## src/sv/dq_pkg.sv

```systemverilog
// Package for the double-ended queue: default sizes, operation and status
// codes, and the request, result and control structs. Depends on nothing.
`default_nettype none

package dq_pkg;

  // Default sizes
  localparam int DQ_DEPTH      = 16;
  localparam int DQ_DATA_WIDTH = 32;

  // Fixed widths of the request and result fields
  localparam int DQ_WORD_W = 32;
  localparam int DQ_OCC_W  = 5;

  typedef enum logic [1:0] {
    DQ_PUSH_FRONT = 2'd0,
    DQ_PUSH_BACK  = 2'd1,
    DQ_POP_FRONT  = 2'd2,
    DQ_POP_BACK   = 2'd3
  } dq_func_t;

  typedef enum logic [1:0] {
    DQ_ST_DONE  = 2'd0,
    DQ_ST_FULL  = 2'd1,
    DQ_ST_EMPTY = 2'd2
  } dq_status_t;

  typedef struct packed {
    dq_func_t                     func;
    logic signed [DQ_WORD_W-1:0]  entry_data;
  } dq_req_t;

  typedef struct packed {
    logic signed [DQ_WORD_W-1:0]  front_data;
    logic signed [DQ_WORD_W-1:0]  back_data;
    logic [DQ_OCC_W-1:0]          occupancy;
    logic                         is_empty;
    dq_status_t                   status;
  } dq_result_t;

  // Controller to datapath
  typedef struct packed {
    logic exec;   // carry out the request on the ports
    logic load;   // capture the slot read into the end word
  } dq_cmd_t;

  // Datapath to controller
  typedef struct packed {
    logic need_read;  // request is a pop that leaves one or more words
  } dq_stat_t;

endpackage

`default_nettype wire

```

## src/sv/dq_ram.sv

```systemverilog
// Generic single-write, single-read RAM with registered read data.
// Depends on nothing.
`default_nettype none

module dq_ram #(
  parameter int WIDTH = 32,
  parameter int DEPTH = 16
) (
  input  wire logic                     clk,
  input  wire logic                     we,
  input  wire logic [$clog2(DEPTH)-1:0] waddr,
  input  wire logic [WIDTH-1:0]         wdata,
  input  wire logic [$clog2(DEPTH)-1:0] raddr,
  output logic      [WIDTH-1:0]         rdata
);

  logic [WIDTH-1:0] mem [DEPTH];

  // Write port
  always_ff @(posedge clk) begin
    if (we) begin
      mem[waddr] <= wdata;
    end
  end

  // Registered read port
  always_ff @(posedge clk) begin
    rdata <= mem[raddr];
  end

endmodule

`default_nettype wire

```

## src/sv/dq_ctrl.sv

```systemverilog
// Controller of the double-ended queue: sequences accept, slot read and
// result strobe. Depends on dq_pkg.
`default_nettype none

module dq_ctrl
  import dq_pkg::*;
(
  input  wire logic     clk,
  input  wire logic     rst,
  input  wire logic     start,
  input  wire dq_stat_t stat,
  output dq_cmd_t       cmd,
  output logic          busy,
  output logic          done
);

  typedef enum logic [1:0] {
    S_IDLE,
    S_LOAD,
    S_REPLY
  } state_t;

  state_t state;

  // State and result strobe
  always_ff @(posedge clk) begin
    if (rst) begin
      state <= S_IDLE;
      done  <= 1'b0;
    end else begin
      case (state)
        S_IDLE: begin
          if (start) begin
            if (stat.need_read) begin
              state <= S_LOAD;
            end else begin
              state <= S_REPLY;
              done  <= 1'b1;
            end
          end
        end
        S_LOAD: begin
          state <= S_REPLY;
          done  <= 1'b1;
        end
        S_REPLY: begin
          state <= S_IDLE;
          done  <= 1'b0;
        end
        default: begin
          state <= S_IDLE;
          done  <= 1'b0;
        end
      endcase
    end
  end

  // Commands
  assign cmd.exec = (state == S_IDLE) && start;
  assign cmd.load = (state == S_LOAD);
  assign busy     = (state != S_IDLE);

endmodule

`default_nettype wire

```

## src/sv/dq_datapath.sv

```systemverilog
// Datapath of the double-ended queue: ring indices, fill count, cached end
// words and the slot RAM. Depends on dq_pkg and dq_ram.
`default_nettype none

module dq_datapath
  import dq_pkg::*;
#(
  parameter int DEPTH      = DQ_DEPTH,
  parameter int DATA_WIDTH = DQ_DATA_WIDTH
) (
  input  wire logic    clk,
  input  wire logic    rst,
  input  wire dq_req_t request,
  input  wire dq_cmd_t cmd,
  output dq_stat_t     stat,
  output dq_result_t   result
);

  localparam int IDX_W  = (DEPTH > 1) ? $clog2(DEPTH) : 1;
  localparam int FILL_W = $clog2(DEPTH + 1);

  logic [IDX_W-1:0]      first_idx, first_idx_next;
  logic [IDX_W-1:0]      last_idx, last_idx_next;
  logic [FILL_W-1:0]     fill, fill_next;
  logic [DATA_WIDTH-1:0] front_word, front_word_next;
  logic [DATA_WIDTH-1:0] back_word, back_word_next;
  logic                  load_front, load_front_next;
  dq_status_t            status_q, status_next;

  logic                  we;
  logic [IDX_W-1:0]      waddr, raddr;
  logic [DATA_WIDTH-1:0] wdata, rdata;

  logic                  is_push, at_front, full, empty;
  logic [IDX_W-1:0]      first_inc, first_dec, last_inc, last_dec;

  // Decode and ring neighbors
  assign is_push  = (request.func == DQ_PUSH_FRONT) || (request.func == DQ_PUSH_BACK);
  assign at_front = (request.func == DQ_PUSH_FRONT) || (request.func == DQ_POP_FRONT);
  assign full     = (fill == FILL_W'(DEPTH));
  assign empty    = (fill == '0);

  assign first_inc = (first_idx == IDX_W'(DEPTH - 1)) ? '0 : first_idx + 1'b1;
  assign first_dec = (first_idx == '0) ? IDX_W'(DEPTH - 1) : first_idx - 1'b1;
  assign last_inc  = (last_idx == IDX_W'(DEPTH - 1)) ? '0 : last_idx + 1'b1;
  assign last_dec  = (last_idx == '0) ? IDX_W'(DEPTH - 1) : last_idx - 1'b1;

  // A pop that leaves one or more words must fetch the new end word
  assign stat.need_read = !is_push && !empty && (fill != FILL_W'(1));

  assign wdata = DATA_WIDTH'(request.entry_data);
  assign raddr = at_front ? first_inc : last_dec;

  // Next state of indices, count and end words
  always_comb begin
    first_idx_next  = first_idx;
    last_idx_next   = last_idx;
    fill_next       = fill;
    front_word_next = front_word;
    back_word_next  = back_word;
    load_front_next = load_front;
    status_next     = status_q;
    we              = 1'b0;
    waddr           = first_idx;

    if (cmd.exec) begin
      load_front_next = at_front;
      if (is_push) begin
        if (full) begin
          status_next = DQ_ST_FULL;
        end else begin
          status_next = DQ_ST_DONE;
          fill_next   = fill + 1'b1;
          we          = 1'b1;
          if (empty) begin
            // first word sits at the front index and both ends name it
            last_idx_next   = first_idx;
            waddr           = first_idx;
            front_word_next = wdata;
            back_word_next  = wdata;
          end else if (at_front) begin
            first_idx_next  = first_dec;
            waddr           = first_dec;
            front_word_next = wdata;
          end else begin
            last_idx_next  = last_inc;
            waddr          = last_inc;
            back_word_next = wdata;
          end
        end
      end else begin
        if (empty) begin
          status_next = DQ_ST_EMPTY;
        end else begin
          status_next = DQ_ST_DONE;
          fill_next   = fill - 1'b1;
          if (at_front) begin
            first_idx_next = first_inc;
          end else begin
            last_idx_next = last_dec;
          end
        end
      end
    end

    if (cmd.load) begin
      if (load_front) begin
        front_word_next = rdata;
      end else begin
        back_word_next = rdata;
      end
    end
  end

  // Control state
  always_ff @(posedge clk) begin
    if (rst) begin
      first_idx <= '0;
      last_idx  <= '0;
      fill      <= '0;
      status_q  <= DQ_ST_DONE;
    end else begin
      first_idx <= first_idx_next;
      last_idx  <= last_idx_next;
      fill      <= fill_next;
      status_q  <= status_next;
    end
  end

  // Payload registers
  always_ff @(posedge clk) begin
    front_word <= front_word_next;
    back_word  <= back_word_next;
    load_front <= load_front_next;
  end

  dq_ram #(
    .WIDTH (DATA_WIDTH),
    .DEPTH (DEPTH)
  ) u_slots (
    .clk   (clk),
    .we    (we),
    .waddr (waddr),
    .wdata (wdata),
    .raddr (raddr),
    .rdata (rdata)
  );

  // Result fields; end words read as zero when the queue is empty
  assign result.front_data = empty ? '0 : DQ_WORD_W'(front_word);
  assign result.back_data  = empty ? '0 : DQ_WORD_W'(back_word);
  assign result.occupancy  = DQ_OCC_W'(fill);
  assign result.is_empty   = empty;
  assign result.status     = status_q;

endmodule

`default_nettype wire

```

## src/sv/double_ended_queue.sv

```systemverilog
// Top level of the bounded double-ended queue held in a ring of slots.
// Depends on dq_pkg, dq_ctrl, dq_datapath and dq_ram.
//
// Usage:
//   A request (func, entry_data) is taken at a rising edge where start is
//   high and busy is low. func selects push front, push back, pop front or
//   pop back; entry_data is used by pushes only.
//   Every request gives one result, shown on result for exactly one cycle
//   while done is high: front and back words, occupancy, empty flag and
//   status (done, push refused when full, pop refused when empty).
//   The receiver cannot stall; the result must be taken in that cycle.
//   done is high in the cycle right after the accept edge for
//   pushes, refused requests and pops that empty the queue. Pops that
//   leave one or more words pass through S_LOAD first, to read the new
//   end word through the registered RAM read port. busy falls at the edge
//   that ends done, so no new request is accepted until the result is out.
//   End words are cached in registers, so only such pops touch the read port.
//   Reset (rst, synchronous) empties the queue; slot contents are not
//   cleared and need no clearing pass, since only occupied slots are read.
`default_nettype none

module double_ended_queue
  import dq_pkg::*;
#(
  parameter int DEPTH      = DQ_DEPTH,
  parameter int DATA_WIDTH = DQ_DATA_WIDTH
) (
  input  wire logic    clk,
  input  wire logic    rst,
  input  wire logic    start,
  output logic         busy,
  input  wire dq_req_t request,
  output logic         done,
  output dq_result_t   result
);

  dq_cmd_t  cmd;
  dq_stat_t stat;

  dq_ctrl u_ctrl (
    .clk   (clk),
    .rst   (rst),
    .start (start),
    .stat  (stat),
    .cmd   (cmd),
    .busy  (busy),
    .done  (done)
  );

  dq_datapath #(
    .DEPTH      (DEPTH),
    .DATA_WIDTH (DATA_WIDTH)
  ) u_datapath (
    .clk     (clk),
    .rst     (rst),
    .request (request),
    .cmd     (cmd),
    .stat    (stat),
    .result  (result)
  );

endmodule

`default_nettype wire

```

## config.mk

```make
export PLATFORM = sky130hd
export DESIGN_NAME = double_ended_queue
export DESIGN_NICKNAME = d
export VERILOG_FILES = /design/src/sv/dq_pkg.sv /design/src/sv/dq_ram.sv /design/src/sv/dq_ctrl.sv /design/src/sv/dq_datapath.sv /design/src/sv/double_ended_queue.sv
export SDC_FILE = /design/constraint.sdc
export NUM_CORES = 1
export LEC_CHECK = 0
export BUFFER_PORTS_ARGS = -buffer_cell sky130_fd_sc_hd__clkbuf_2
export CORE_MARGIN = 4
export CORE_UTILIZATION = 39
export CTS_CLUSTER_DIAMETER = 50
export DETAILED_ROUTE_END_ITERATION = 10
export SLEW_MARGIN = 20
export SYNTH_ARGS = -nofsm -noshare
export SYNTH_HDL_FRONTEND = slang
export SYNTH_HIERARCHICAL = 1
export SYNTH_SLANG_ARGS = --single-unit
export TNS_END_PERCENT = 1
```

## constraint.sdc

```tcl
create_clock -name clk -period 7.2 [get_ports clk]
set_clock_uncertainty 0.05 [all_clocks]
set_input_delay 1.44 -clock clk [delete_from_list [all_inputs] [get_ports clk]]
set_output_delay 1.44 -clock clk [all_outputs]
set_load 0.05 [all_outputs]
```

; ---- Word level (Yosys, flattened, before mapping)
; Memory sizes are Yosys's and may differ from the RTL's. A register that Yosys moved wholly into a read port is not among the register bits.
; Cells that the tools add are included.
; Widths: inputs -> output; s select.
[totals]
regBits = 83
ramBits = 512
in_bits = 37
out_inout_bits = 74
word_cells = 104
mem_count = 1
[memory_table]
columns = name, words, width, read_ports, rd_ports_with_merged_regs, wr, line_no
row1 = u_datapath.u_slots.mem, 16, 32, 1, 1, 1, dq_ram.sv:17  ; logic [WIDTH-1:0] mem [DEPTH];
[classes]
add_sub_neg = 6
n_eq_ne = 14
mux = 55
reduce_logical = 19
[ops]
columns = op, count
row1 = $mux 32, 16
row2 = $mux 4, 22
row3 = $mux 5, 3
row4 = $add 4x1->4 const B, 2
row5 = $eq 4x4->1 const B, 2
row6 = $logic_not 4->1, 2
row7 = $mux 1, 8
row8 = $mux 2, 4
row9 = $sub 4x1->4 const B, 2
row10 = $ne 2x1->1 const B, 3
row11 = $ne 2x2->1 const B, 3
row12 = $reduce_and 6->1, 1
row13 = $reduce_bool 2->1, 3
row14 = $add 5x1->5 const B, 1
row15 = $eq 5x5->1 const B, 1
row16 = $logic_not 5->1, 1
row17 = $ne 5x1->1 const B, 1
row18 = $reduce_and 5->1, 1
row19 = $sub 5x1->5 const B, 1
row20 = $eq 2x1->1 const B, 2
row21 = $logic_not 2->1, 2
row22 = $pmux 2 s2, 1
row23 = $logic_and 1x1->1, 3
row24 = $ne 3x3->1 const B, 1
row25 = other kinds (6), 8

; ---- Longest topological paths before layout
[depth]
word_depth = 9
mapped_depth = 11
mapped_depth_nobuf = 9

; ---- By module
; Netlist, hierarchy kept.
[by_module_without_submodules]
columns = mod, instances, cells_per_inst, area_per_inst_um2, seq_area_each_um2
row1 = dq_ram, 1, 838, 19835.3, 16015.4
row2 = dq_datapath, 1, 564, 4555.6, 1611.5
row3 = dq_ctrl, 1, 12, 120.1, 60.1

; ---- Least setup slack after synthesis
; No wires, ideal clock.
[synth_timing]
path_type = input port to flip-flop
from = input port start
to = memory u_datapath.u_slots.mem[0][0], enable pin
setup_ns = 0.461
arrival_time_ns = 5.237
t_required_ns = 6.689
setup_slack_ns = 1.452
cell_stages = 8
path_buffers = 1
path_cell_list = nor3b_2 nor2b_1 clkbuf_1 nand2_1 o21ai_0 o21ai_0 or3b_2 nor3_1
[synth_between]
word_cells_on_any_way = 5
[synth_rtl]
columns = item, line_no
row1 = start: declaration, double_ended_queue.sv:30  ; input wire logic start,
row2 = $logic_and 1x1->1, dq_ctrl.sv:59  ; assign cmd.exec = (state == S_IDLE) && start;
row3 = $mux 4, dq_datapath.sv:66  ; if (cmd.exec) begin
row4 = named net u_datapath.waddr[2], dq_datapath.sv:31  ; logic [IDX_W-1:0] waddr, raddr;
row5 = end: declaration, dq_ram.sv:17
; The timed path passes the listed nets, and every way through them passes these cells.

==> flow_summary.toml <==
[yosys]
synth_area_per_cell_um2 = 17.33
yosys_most_used_dff = "edfxtp_1"
ys_seq_elements = 627
synth_top_area_cell = "edfxtp_1"
yosys-top-cells-area = "edfxtp_1 (63%), mux4_2 (12%), dfxtp_1 (9.3%)"
synthArstFlopShare_pct = 0
syn_nets = 1460
synthDistinctLibCells = 61
synth_area_mm2 = 0.02451
ys_warn_count = 6
synth_top_area_share_pct = 62.85
syn_inst = 1414
synth-edff-count = 513
yosysSeqAreaShare_pct = 72.16

[final_layout]
layout.cells.most_common = "edfxtp_1"
final_cell_mix = "edfxtp_1 (513), mux4_2 (128), dfxtp_1 (114)"
fin_area_mm2 = 0.02868
nets = 1593
fillers = 5274
multi_input_area_mm2 = 0.006505
final_layout_size_suffix_gt1_share_pct = 26.89
flow.area_growth_from_synthesis_pct = 17.02
n_antenna_cell = 0
regArea_mm2 = 0.01769
stdcell_count = 2440

[clock_network]
post-cts-setup-buffer-count = 0
cts_sinks = 627
insertion_delay_ns = 0.59
htree_levels = 3
cts_resized = 0
hold_buffers = 0
numCtsBuffers = 72
clk_path_buf_depth = 3
cts_tree = "built"
root_buffer = "clkbuf_16"
clkTransAtPathRegs_ns = 0.06

[sta]
worst_pin_slew_ns = 1.079
slew_violations = 0
tns_ns = 0
fin_crit_ns = 4.971
max_slew_margin_pct = 27.94
max_freq_ghz = 0.2012
setup_viol = 0
rsz0062_at_grt = "false"
finalCritPeriodShare_pct = 69.05
hold_viol = 0

[routing]
drc = 0
wire_per_inst_um = 23.40
num_vias = 13230
routed_wl_mm = 57.10
via_per_inst = 5.421
drt_iter0_drc = 1047
firstDrtPassIters = 5
ant_nets = 0

[floorplanning]
coreArea_mm2 = 0.06194
fp-row-count = 91
dieArea_mm2 = 0.06692
initial_core_util_pct = 39.57
io-pin-count = 111
die_w_um = 258.7
die_y_um = 258.7

[placement]
io_buffers = 110
place_inst = 2305
dpl.hpwl_mm = 34.44
gp_congestion = 0.7850
place_area_mm2 = 0.02621

[worst_hold_path]
hp-class = "reg2reg"
worstHoldPathCells = 2

[global_routing]
grt_pass1_wl_mm = 86.45
antenna_found_initial = 1
grt_max_degree = 68
grt_usage_pct = 16.98
overflow = 0
first_global_vias = 13470

[worst_setup_path]
end_kind = "register"
crit_type = "in2reg"
crit_required_ns = 7.41
cp_max_fo = 34
rr_worst_depth = 8
crit_arrival_ns = 5.18
start_kind = "primary input"
reg2reg_slack_ns = 2.80

[flow_run]
drv_cap = 0

[pwr]
power-per-cell-area_mw_per_mm2 = 391.3
power.leakage_nw = 9.628
vdd_ir_drop_max_mv = 0.2870

[run_status]
status = "complete, no violations"
-- stage by stage --
step / setup slack (ns) / total power [W] / hold WS, ns / utilization (%)
final: 2.229 / 0.01122 / 0.4253 / 46.31
after global routing: 1.951 / 0.01173 / 0.4509 / 46.31
after CTS: 2.218 / 0.01136 / 0.4224 / 46.11
after detailed placement: 1.597 / 0.007775 / 0.4227 / 42.32
after global placement: 1.711 / 0.007743 / 0.4239 / 42.06
after floorplan: 1.452 / 0.006868 / 0.4016 / -
-- power breakdown --
group          internal [W]  switching [W]  total [W]  leakage [nW]
combinational      0.000963        0.00219    0.00315          2.92
clock               0.00212        0.00144    0.00356          1.14
sequential          0.00431       0.000206    0.00452          5.58
total               0.00739        0.00383     0.0112          9.63
-- cells in the mapped netlist, types with 3 or more instances --
| cell type | instances |
|---|---|
| xnor2_1 | 7 |
| o21ai_0 | 43 |
| buf_8 | 3 |
| buf_2 | 8 |
| and2_1 | 65 |
| nor2b_1 | 5 |
| inv_1 | 9 |
| or2_2 | 3 |
| nand2_1 | 40 |
| a31o_2 | 3 |
| a22oi_1 | 66 |
| nand3_1 | 36 |
| a21oi_1 | 42 |
| ha_1 | 9 |
| a211oi_1 | 5 |
| clkbuf_1 | 52 |
| mux2i_1 | 35 |
| buf_4 | 10 |
| mux4_2 | 128 |
| edfxtp_1 | 513 |
| nor2_1 | 102 |
| a31oi_1 | 35 |
| buf_6 | 5 |
| buf_1 | 13 |
| dfxtp_1 | 114 |
| nand2b_1 | 9 |
| nor3_1 | 7 |
-- layer usage --
layer / track usage (%) / wire (um) / part of all wire (%) / vias to the layer above
met2: 27.88 / 27800 / 49 / 376
met5: 0 / 0 / 0 / -
met4: 3.748 / 934 / 1.6 / 0
met1: 23.95 / 25550 / 45 / 6919
li1: - / - / - / 5867
met3: 3.049 / 2808 / 4.9 / 65
-- worst max-delay path, stage by stage --
cell	delay [ns]
clkbuf_2	0.09
nor3b_2	0.33
nor2b_4	0.20
buf_4	0.46
nand2_1	0.26
o21ai_0	0.85
nand2_1	0.46
nor2_4	0.65
buf_4	0.42
-- flip-flops by register name, summed over array words and instances, names as in the netlist --
name and count:
u_datapath/status_q 2, u_datapath/fill 5, u_datapath/front_word 32, u_datapath/load_front 1, u_datapath/first_idx 4, u_datapath/u_slots/mem 512, u_datapath/back_word 32, u_ctrl/done 1
u_datapath/last_idx 4, u_datapath/u_slots/rdata 32, u_ctrl/state 2
-- worst paths after layout --
kind | startpoint | to
worst max-delay path | start | u_datapath/u_slots/mem[7][0]$_DFFE_PP_
worst min-delay path | u_datapath/u_slots/rdata[2]$_DFF_P_ | u_datapath/back_word[2]$_DFF_P_
worst max register to register | u_ctrl/state[1]$_SDFFE_PP0P_ | u_datapath/u_slots/mem[7][0]$_DFFE_PP_
worst min register to register | u_datapath/u_slots/rdata[2]$_DFF_P_ | u_datapath/back_word[2]$_DFF_P_
-- cell families after synthesis --
family | synth area share [%]
XOR/XNOR | 0.3216
AND/OR/NAND/NOR | 5.896
AO/OA/AOI/OAI | 5.814
adder cells (fa/ha/maj) | 0.4594
buffers and inverters | 2.067
multiplexers | 13.28
flip-flops | 72.16
-- cell type report --
class,count,share of cell area (%)
clock buffer,102,7.176
clock inverter,28,1.012
inverter,12,0.1614
multi-input combinational,684,22.68
sequential,627,61.66
tap,837,3.651
timing repair buffer,150,3.656
(Power assumes the default switching activity.)
